## config.mk

```make
export PLATFORM = sky130hd
export DESIGN_NAME = capture_period_frequency_meter_top
export DESIGN_NICKNAME = d
export VERILOG_FILES = /design/src/rtl/core/cpfm_pkg.sv /design/src/rtl/core/cpfm_div.sv /design/src/rtl/core/capture_period_frequency_meter_top.sv
export SDC_FILE = /design/constraint.sdc
export NUM_CORES = 1
export LEC_CHECK = 0
export BUFFER_PORTS_ARGS = -buffer_cell sky130_fd_sc_hd__buf_2
export CAP_MARGIN = 20
export CORE_MARGIN = 5
export CORE_UTILIZATION = 30
export DETAILED_ROUTE_END_ITERATION = 10
export SLEW_MARGIN = 15
export SYNTH_ARGS = -nofsm -noshare
export SYNTH_HDL_FRONTEND = slang
export SYNTH_SLANG_ARGS = --single-unit
```

## constraint.sdc

```tcl
create_clock -name i_clk -period 6.5 [get_ports i_clk]
set_input_delay 0.65 -clock i_clk [delete_from_list [all_inputs] [get_ports i_clk]]
set_output_delay 0.65 -clock i_clk [all_outputs]
set_load 0.02 [all_outputs]
```

## src/rtl/core/cpfm_pkg.sv

```systemverilog
`default_nettype none

package cpfm_pkg;

    // Fixed field widths of the ports.
    localparam int CAP_W    = 16;
    localparam int TF_W     = 24;
    localparam int PERIOD_W = 33;
    localparam int FREQ_W   = 32;

    // Fraction bits of the frequency result and the divider word width.
    localparam int Q_FRAC = 8;
    localparam int DIV_W  = TF_W + Q_FRAC;

    localparam logic [TF_W-1:0] TF_RESET = 24'd1000000;

    localparam int COUNTER_BITS_DEF  = 16;
    localparam int OVERFLOW_BITS_DEF = 16;

    // Event codes carried on the action field.
    localparam logic ACT_CAPTURE  = 1'b0;
    localparam logic ACT_OVERFLOW = 1'b1;

    typedef enum logic [1:0] {
        S_IDLE,
        S_CALC,
        S_DIV,
        S_PUT
    } t_state;

    typedef struct packed {
        logic busy;
        logic done;
    } t_div_stat;

endpackage

`default_nettype wire

```

## src/rtl/core/cpfm_div.sv

```systemverilog
`default_nettype none

// Radix-2 restoring divider, one quotient bit per cycle.
module cpfm_div
    import cpfm_pkg::*;
(
    input  wire logic             i_clk,
    input  wire logic             i_rst_n,
    input  wire logic             i_start,
    input  wire logic [DIV_W-1:0] i_dividend,
    input  wire logic [DIV_W-1:0] i_divisor,
    output t_div_stat             o_stat,
    output logic      [DIV_W-1:0] o_quotient
);

    localparam int CNT_W = $clog2(DIV_W);

    logic             r_busy;
    logic             r_done;
    logic [CNT_W-1:0] r_cnt;
    logic [DIV_W-1:0] r_acc;
    logic [DIV_W-1:0] r_quo;
    logic [DIV_W-1:0] r_dvs;

    logic [DIV_W:0]   s_shift;
    logic [DIV_W+1:0] s_trial;
    logic             s_ge;
    logic [DIV_W-1:0] n_acc;

    always_comb begin
        s_shift = {r_acc, r_quo[DIV_W-1]};
        s_trial = {1'b0, s_shift} - {2'b00, r_dvs};
        s_ge    = !s_trial[DIV_W+1];
        n_acc   = s_ge ? s_trial[DIV_W-1:0] : s_shift[DIV_W-1:0];
    end

    always_ff @(posedge i_clk) begin
        if (!i_rst_n) begin
            r_busy <= 1'b0;
            r_done <= 1'b0;
            r_cnt  <= '0;
        end else begin
            r_done <= 1'b0;
            if (i_start) begin
                r_busy <= 1'b1;
                r_cnt  <= CNT_W'(DIV_W - 1);
            end else if (r_busy) begin
                r_cnt <= r_cnt - 1'b1;
                if (r_cnt == '0) begin
                    r_busy <= 1'b0;
                    r_done <= 1'b1;
                end
            end
        end
    end

    always_ff @(posedge i_clk) begin
        if (i_start) begin
            r_acc <= '0;
            r_quo <= i_dividend;
            r_dvs <= i_divisor;
        end else if (r_busy) begin
            r_acc <= n_acc;
            r_quo <= {r_quo[DIV_W-2:0], s_ge};
        end
    end

    assign o_stat.busy = r_busy;
    assign o_stat.done = r_done;
    assign o_quotient  = r_quo;

endmodule

`default_nettype wire

```

## src/rtl/core/capture_period_frequency_meter_top.sv

```systemverilog
`default_nettype none

// Reciprocal frequency meter fed by timer capture events.
// Input channel (i_in_valid / o_in_stall): one beat is one timer event, either
// a capture with its counter value or a counter overflow. The first capture
// stores the start count and arms the meter; overflows while armed are counted
// and saturate. The second capture produces one output beat.
// Output channel (o_out_valid / i_out_stall): period in ticks (33-bit two's
// complement), frequency timer_freq / period in unsigned Q24.8, and a flag
// that is set when the period is positive.
// Overflow beats and first captures are accepted while the meter is idle. A
// second capture runs in order until its result is registered: the period
// is formed, the divider is set up, the shared subtract-and-compare unit of
// the restoring divider runs (one quotient bit per pass), the done flag is
// passed to the sequencer, and the output is loaded. o_in_stall stays high
// meanwhile, so no new event is taken before the result is loaded. When the
// receiver stalls, the finished result waits inside until the output is free.
// A synchronous active-low reset disarms the meter, clears the overflow count
// and the output valid, and sets timer_freq to 1000000. The user writes it
// through i_cfg_we / i_cfg_wdata only while the meter is idle (unguarded).
module capture_period_frequency_meter_top
    import cpfm_pkg::*;
#(
    parameter int COUNTER_BITS  = COUNTER_BITS_DEF,
    parameter int OVERFLOW_BITS = OVERFLOW_BITS_DEF
) (
    input  wire logic                i_clk,
    input  wire logic                i_rst_n,
    input  wire logic                i_cfg_we,
    input  wire logic [TF_W-1:0]     i_cfg_wdata,
    input  wire logic                i_in_valid,
    output logic                     o_in_stall,
    input  wire logic                i_action,
    input  wire logic [CAP_W-1:0]    i_capture_value,
    output logic                     o_out_valid,
    input  wire logic                i_out_stall,
    output logic signed [PERIOD_W-1:0] o_period_ticks,
    output logic [FREQ_W-1:0]        o_freq_q8,
    output logic                     o_valid_res
);

    // Full width of the stop count including the counter wraps.
    localparam int PW = COUNTER_BITS + OVERFLOW_BITS;
    // Width large enough for both the period magnitude and a divider word.
    localparam int EW = (PW > DIV_W) ? PW : DIV_W;

    t_state r_state;
    t_state n_state;

    logic [TF_W-1:0]          r_tf;
    logic                     r_armed;
    logic [COUNTER_BITS-1:0]  r_start;
    logic [OVERFLOW_BITS-1:0] r_ovf;
    logic [PW:0]              r_diff;
    logic                     r_pos;
    logic                     r_qok;

    logic                     r_out_valid;
    logic [PERIOD_W-1:0]      r_period_out;
    logic [FREQ_W-1:0]        r_freq_out;
    logic                     r_valid_out;

    logic                     s_in_acc;
    logic                     s_div_start;
    logic                     s_load_out;
    logic [COUNTER_BITS-1:0]  s_cap;
    logic [PW-1:0]            s_stop;
    logic [EW-1:0]            s_mag;
    logic                     s_pos;
    logic                     s_big;
    t_div_stat                s_div_stat;
    logic [DIV_W-1:0]         s_quo;

    assign s_in_acc = i_in_valid && !o_in_stall;
    assign s_cap    = COUNTER_BITS'(i_capture_value);
    assign s_stop   = {r_ovf, s_cap};

    // Period classification: a zero or negative period gives no frequency,
    // and a period beyond the divider word gives a zero quotient.
    assign s_mag = EW'(r_diff[PW-1:0]);
    assign s_pos = !r_diff[PW] && (r_diff != '0);
    assign s_big = s_mag > EW'({DIV_W{1'b1}});

    always_comb begin
        n_state     = r_state;
        o_in_stall  = 1'b1;
        s_div_start = 1'b0;
        s_load_out  = 1'b0;
        unique case (r_state)
            S_IDLE: begin
                o_in_stall = 1'b0;
                if (i_in_valid && i_action == ACT_CAPTURE && r_armed) begin
                    n_state = S_CALC;
                end
            end
            S_CALC: begin
                s_div_start = 1'b1;
                n_state     = S_DIV;
            end
            S_DIV: begin
                if (s_div_stat.done) begin
                    n_state = S_PUT;
                end
            end
            S_PUT: begin
                if (!r_out_valid || !i_out_stall) begin
                    s_load_out = 1'b1;
                    n_state    = S_IDLE;
                end
            end
            default: begin
                n_state = S_IDLE;
            end
        endcase
    end

    always_ff @(posedge i_clk) begin
        if (!i_rst_n) begin
            r_state <= S_IDLE;
        end else begin
            r_state <= n_state;
        end
    end

    // Measurement state and configuration.
    always_ff @(posedge i_clk) begin
        if (!i_rst_n) begin
            r_tf    <= TF_RESET;
            r_armed <= 1'b0;
            r_start <= '0;
            r_ovf   <= '0;
        end else begin
            if (i_cfg_we) begin
                r_tf <= i_cfg_wdata;
            end
            if (s_in_acc) begin
                if (i_action == ACT_OVERFLOW) begin
                    if (r_armed && r_ovf != {OVERFLOW_BITS{1'b1}}) begin
                        r_ovf <= r_ovf + 1'b1;
                    end
                end else if (!r_armed) begin
                    r_start <= s_cap;
                    r_armed <= 1'b1;
                end else begin
                    r_ovf   <= '0;
                    r_armed <= 1'b0;
                end
            end
        end
    end

    // Period is formed in the accept cycle of the closing capture.
    always_ff @(posedge i_clk) begin
        if (s_in_acc && i_action == ACT_CAPTURE && r_armed) begin
            r_diff <= {1'b0, s_stop} - (PW + 1)'(r_start);
        end
        if (s_div_start) begin
            r_pos <= s_pos;
            r_qok <= s_pos && !s_big;
        end
    end

    cpfm_div u_div (
        .i_clk      (i_clk),
        .i_rst_n    (i_rst_n),
        .i_start    (s_div_start),
        .i_dividend ({r_tf, {Q_FRAC{1'b0}}}),
        .i_divisor  (s_mag[DIV_W-1:0]),
        .o_stat     (s_div_stat),
        .o_quotient (s_quo)
    );

    // Output register. The quotient always fits in the result width since the
    // dividend is a single divider word, so no saturation logic is needed.
    always_ff @(posedge i_clk) begin
        if (!i_rst_n) begin
            r_out_valid <= 1'b0;
        end else if (s_load_out) begin
            r_out_valid <= 1'b1;
        end else if (!i_out_stall) begin
            r_out_valid <= 1'b0;
        end
    end

    always_ff @(posedge i_clk) begin
        if (s_load_out) begin
            r_period_out <= PERIOD_W'($signed(r_diff));
            r_freq_out   <= r_qok ? FREQ_W'(s_quo) : '0;
            r_valid_out  <= r_pos;
        end
    end

    assign o_out_valid    = r_out_valid;
    assign o_period_ticks = r_period_out;
    assign o_freq_q8      = r_freq_out;
    assign o_valid_res    = r_valid_out;

`ifndef ASSERT_OFF
    a_ovf_needs_armed: assert property (@(posedge i_clk) disable iff (!i_rst_n)
        (r_ovf != '0) |-> r_armed)
        else $error("overflow count is nonzero while the meter is disarmed");

    a_start_when_free: assert property (@(posedge i_clk) disable iff (!i_rst_n)
        s_div_start |-> !s_div_stat.busy)
        else $error("divider started while still busy");

    a_invalid_zero_freq: assert property (@(posedge i_clk) disable iff (!i_rst_n)
        (o_out_valid && !o_valid_res) |-> (o_freq_q8 == '0))
        else $error("invalid result carries a nonzero frequency");

    a_valid_positive: assert property (@(posedge i_clk) disable iff (!i_rst_n)
        (o_out_valid && o_valid_res) |->
            (!o_period_ticks[PERIOD_W-1] && o_period_ticks != '0))
        else $error("valid result with a period that is not positive");
`endif

endmodule

`default_nettype wire

```

# After elaboration in Yosys (flattened, before gate mapping)
# Cells that the tools add are included.
# word_totals
ff_bits	264
in_bits	46
output_inout_bits	68
word_cells	84
# op_classes
n_addsub	4
magnitude_cmp	1
eq_ne	9
mux	23
bitwise	4
reduce_logical	24
# op_table
op	n
32-bit two-way mux	3
16-bit two-way mux	3
33-bit by 32-bit subtractor with 34-bit output	1
33-bit nonzero test	1
32-bit by 16-bit subtractor with 33-bit output	1
32-bit greater-than comparator (second input constant)	1
16-bit by 1-bit adder with 16-bit output (second input constant)	1
16-bit != test (second input constant)	1
1-bit two-way mux	11
5-bit two-way mux	2
3-bit AND reduction	3
1-bit logical AND	8
2-bit by 1-bit != test with 1-bit output (second input constant)	4
2-bit case mux with 4 select lines	1
2-bit two-way mux	3
1-bit zero test	5
5-bit zero test	1
5-bit by 1-bit subtractor with 5-bit output (second input constant)	1
2-bit == test (second input constant)	2
1-bit NOT	4
2-bit nonzero test	2
3-bit OR reduction	1
2-bit by 1-bit == test with 1-bit output (second input constant)	1
2-bit zero test	1
3 further kinds	3

# Longest topological paths before layout
# logic_depth
word_depth	5
mapped_depth	14
ltp_nobuf	13

# Hierarchy
# A second synthesis with hierarchy kept.
# hier_totals
cells_unflattened	1207
hier_area_um2	12912.4
# by_module_without_submodules
module	n_inst	cells_per_inst	area_per_inst_um2	seq_area_each_um2
capture_period_frequency_meter_top	1	638	7176.9	4204.0
cpfm_div	1	569	5735.5	2702.6

# Least setup slack after synthesis
# OpenSTA, ideal clock, no wires.
# synth_path
kind	input-to-reg
startpoint	in i_out_stall
endpoint	reg r_freq_out[0] (netlist: o_freq_q8[0]), enable pin
setup_ns	0.590
arrival_ns	5.462
required_ns	5.910
setup_slack_ns	0.448
stages	1
n_path_buf	0
path_cell_list	a21boi_0
# synth_between
elab_chain_cells	4
# synth_rtl
item	line_no	text
from (decl)	capture_period_frequency_meter_top.sv:36	input wire logic i_out_stall,
1-bit zero test	-	
1-bit logical OR	capture_period_frequency_meter_top.sv:106	if (!r_out_valid || !i_out_stall) begin
1-bit two-way mux	capture_period_frequency_meter_top.sv:106	
1-bit two-way mux	capture_period_frequency_meter_top.sv:89	unique case (r_state)
to (signal assigned)	capture_period_frequency_meter_top.sv:188	r_freq_out <= r_qok ? FREQ_W'(s_quo) : '0;
to (decl)	capture_period_frequency_meter_top.sv:60	logic [FREQ_W-1:0] r_freq_out;
# No other way between the ends.
# A chain may end at the register's enable or synchronous reset.

# Worst setup path after layout
# layout_path
startpoint	reg u_div.r_dvs[23]
endpoint	reg u_div.r_acc[5]
# layout_between
elab_chain_cells	2
# layout_rtl
item	line_no	text
from (decl)	cpfm_div.sv:23	logic [DIV_W-1:0] r_dvs;
from (signal assigned)	cpfm_div.sv:61	r_dvs <= i_divisor;
33-bit by 32-bit subtractor with 34-bit output	cpfm_div.sv:32	s_trial = {1'b0, s_shift} - {2'b00, r_dvs};
32-bit two-way mux	cpfm_div.sv:34	n_acc = s_ge ? s_trial[DIV_W-1:0] : s_shift[DIV_W-1:0];
to (signal assigned)	cpfm_div.sv:63	r_acc <= n_acc;
to (decl)	cpfm_div.sv:21	logic [DIV_W-1:0] r_acc;
# No other way between the ends.

==> results.py <==
metrics = {
    "worst_setup_path": {
        "cp.required_ps": 6890,
        "crit_path_end_kind": "flip-flop",
        "cp_slowest_stage_delay_ps": 650,
        "cp.depth": 11,
        "cp_cell_sequence": "inv_1 -> ha_1 -> nand2_1 -> nor4_4 -> o2111ai_1 -> o311ai_4 -> o21bai_2 -> o211ai_4 -> buf_4 -> mux2i_1 -> a211oi_1",
        "r2r_start": "u_div.r_dvs[23]",
        "critical_path_class": "reg -> reg",
        "reg2reg_setup_slack_ps": 2960,
        "crit_family": "compound AO/OA/AOI/OAI gates",
        "worstSetupStartpointType": "flip-flop",
        "slowest_stage": "o211ai_4",
        "cp.arrival_ps": 3940,
        "crit_buf_inv": 2,
        "ff2ff_path_depth": 11,
        "cp_max_fo": 25,
        "worstReg2RegEnd": "u_div.r_acc[5]",
    },
    "yosys": {
        "syn_area_mm2": 0.0125,
        "synth-compound-area-share_pct": 12.9,
        "synth_flop_cell": "edfxtp_1",
        "ys_seq_area_share_pct": 54.4,
        "yosys.area.top_type": "edfxtp_1",
        "syn-mean-instance-area_um2": 10.9,
        "muxShareOfSynthArea_pct": 4.59,
        "synth_top_family_by_area": "simple AND/OR/NAND/NOR gates",
        "syn_nets": 1258,
        "synth_xor_area_share_pct": 4.61,
        "ys_seq_elements": 263,
        "yosys.area.top_type_share_pct": 37.3,
        "synthSimpleGateAreaFrac_pct": 13.4,
        "async_flop_share_pct": 0,
        "yosysWarnings": 0,
        "synth-edff-count": 156,
        "synthAdderAreaFrac_pct": 6.00,
        "yosysUniqueCellTypes": 65,
        "yosys-top-cells-area": "edfxtp_1 37%, dfxtp_1 17%, ha_1 5.7%",
        "syn-instance-count": 1153,
    },
    "power_and_ir_drop": {
        "peakVddDrop_mv": 0.222,
        "cellLeakagePower_uw": 0.00567,
        "power.density_mw_per_mm2": 402,
    },
    "clock_tree": {
        "cts_setup_buffers": 0,
        "root_buffer": "clkbuf_16",
        "cts.sinks": 263,
        "ctsResizeCount": 0,
        "cts_hold_buf": 0,
        "htree_num_levels": 1,
        "cts_tree": "done",
        "cts_buffers": 28,
        "clkSlewWorstSetupHoldPaths_ps": 60,
        "clk_latency_ps": 550,
        "cts_buffer_depth": 3,
    },
    "sta": {
        "slew_headroom_pct": 29.7,
        "slew_viol_final": 0,
        "setup_ws_ps": 2960,
        "finalClockSkew_ps": 10.6,
        "finalHoldViolCount": 0,
        "fin_tns_setup_ps": 0,
        "fin_crit_ps": 3540,
        "fin_crit_sh_pct": 54.5,
        "fmax_mhz": 282,
        "grt_setup_unrepaired": "no",
        "tightest_slew_ps": 1050,
        "setup_viol": 0,
    },
    "route": {
        "dr.pass1.iters": 4,
        "vias": 8448,
        "ant_nets": 0,
        "via_per_inst": 4.65,
        "wl_per_cell_um": 15.2,
        "route.detailed.drc": 0,
        "finalWirelength_mm": 27.5,
        "drt_iter0_drc": 507,
    },
    "floorplan": {
        "rows": 75,
        "die_y_um": 215,
        "start_util_pct": 30.1,
        "die_w_um": 215,
        "die_area_mm2": 0.0460,
        "pin_count": 114,
        "core-area_mm2": 0.0417,
    },
    "final_layout": {
        "regArea_mm2": 0.00683,
        "layout-drive-gt1-share_pct": 14.4,
        "finish.net_count": 1359,
        "multi_input_area_mm2": 0.00525,
        "diodes": 0,
        "n_fill_cell": 4186,
        "area_growth_pct": 16.0,
    },
    "min_path": {
        "hp-start": "i_cfg_wdata[6]",
        "hold_depth": 3,
        "hold_end": "r_tf[6]",
        "hold_path.class": "in -> reg",
    },
    "placement": {
        "dp_hpwl_mm": 19.5,
        "portBuffers": 113,
        "preCtsSetupSlack_ps": 2910,
        "place_congestion": 0.831,
    },
    "global_route": {
        "grt_max_degree": 68,
        "grt_pass1_wl_mm": 44.9,
        "first_global_vias": 8458,
        "grt_usage_pct": 11.7,
        "antenna_found_initial": 0,
        "grt.overflow.total": 0,
    },
    "job": {
        "max_cap_violations": 0,
    },
    "run_status": {
        "status": "complete, no violations",
    },
}
[report_power, final]
part / internal [uW] / total, uW / switching [uW]
clock: 892 / 1550 / 653
combinational: 813 / 2010 / 1200
sequential: 2120 / 2300 / 176
[synthesized netlist by cell type, drive strengths merged, types with 36 or more instances]
cell type and n:
ha 57, inv 78, a21oi 53, and2 36
edfxtp 156, mux2i 53, o21ai 43, clkbuf 39
nand2 97, nor2 95, dfxtp 107
[final cells by class]
| cell class | instances | share of cell area (%) |
|---|---|---|
| sequential | 263 | 46.9 |
| multi-input combinational | 763 | 36.1 |
| clock buffer | 39 | 5.45 |
| tap | 539 | 4.63 |
| timing repair buffer | 120 | 4.25 |
| inverter | 78 | 2.01 |
| clock inverter | 13 | 0.688 |
[cell usage in the layout (no fill, tap or decap), types with 9 or more instances in the layout]
master and count:
a211oi_1 28, a21boi_0 17, a21o_1 9, a21oi_1 52, a22o_1 25, and2_1 36
and3_1 9, buf_2 113, clkbuf_16 29, dfxtp_1 106, edfxtp_1 156, ha_1 56
inv_1 78, mux2i_1 53, nand2_1 95, nand2b_1 9, nand3_1 18, nor2_1 93
nor2b_1 26, nor3_1 16, nor4_1 10, o211ai_1 9, o21a_1 15, o21ai_0 41
o21bai_1 11, or3_1 9, xnor2_1 33, xor2_1 33
[stage by stage]
| step | instance area (um2) | total power (uW) | hold WS, ps | std cells | util [%] |
|---|---|---|---|---|---|
| floorplan | 12500 | 3910 | 427 | 1153 | - |
| global placement | 13700 | 4310 | 445 | 1763 | 32.8 |
| detailed placement | 13700 | 4350 | 437 | 1763 | 32.8 |
| CTS | 14600 | 5920 | 285 | 1815 | 34.9 |
| global route | 14600 | 6250 | 307 | 1815 | 34.9 |
| finish | 14600 | 5850 | 318 | 1815 | 34.9 |
[cells by family (layout without fill, tap and decap cells)]
family / after synthesis / in the layout
AOI/OAI and AO/OA: 235 / 235
xor gates and xnor gates: 66 / 66
adders and majority gates: 59 / 59
buffers and inverters: 127 / 250
DFF: 263 / 263
muxes: 57 / 57
and+or+nand+nor: 346 / 346
[registers in the layout, indices dropped and copies added, names as in the netlist, 5 cells and up]
| register | flops |
|---|---|
| u_div.r_acc | 32 |
| r_tf | 24 |
| o_freq_q8 | 32 |
| u_div.o_quotient | 32 |
| u_div.r_cnt | 5 |
| r_ovf | 16 |
| r_start | 16 |
| u_div.r_dvs | 32 |
| r_diff | 33 |
| o_period_ticks | 33 |
[per-layer routing]
layer	wire, um	GRT usage [%]	vias to the layer above
met5	0	0	-
li1	-	-	4298
met4	677	3.65	0
met2	13600	20.6	106
met3	1090	1.95	41
met1	12200	14.7	4003
[tightest hold or removal path: stages]
cell	delay [ps]
buf_2	70
mux2i_1	60
nand2_1	60
[how the worst max path moves through the flow]
stage / startpoint / to / slack (ps)
floorplan: i_out_stall / o_freq_q8[0] / 450
global placement: i_capture_value[0] / r_diff[30] / 2950
detailed placement: u_div.r_dvs[23] / u_div.r_acc[28] / 2910
CTS: u_div.r_dvs[23] / u_div.r_acc[28] / 2920
global route: u_div.r_dvs[23] / u_div.r_acc[17] / 2630
finish: u_div.r_dvs[23] / u_div.r_acc[5] / 2960
(Power assumes the default switching activity.)
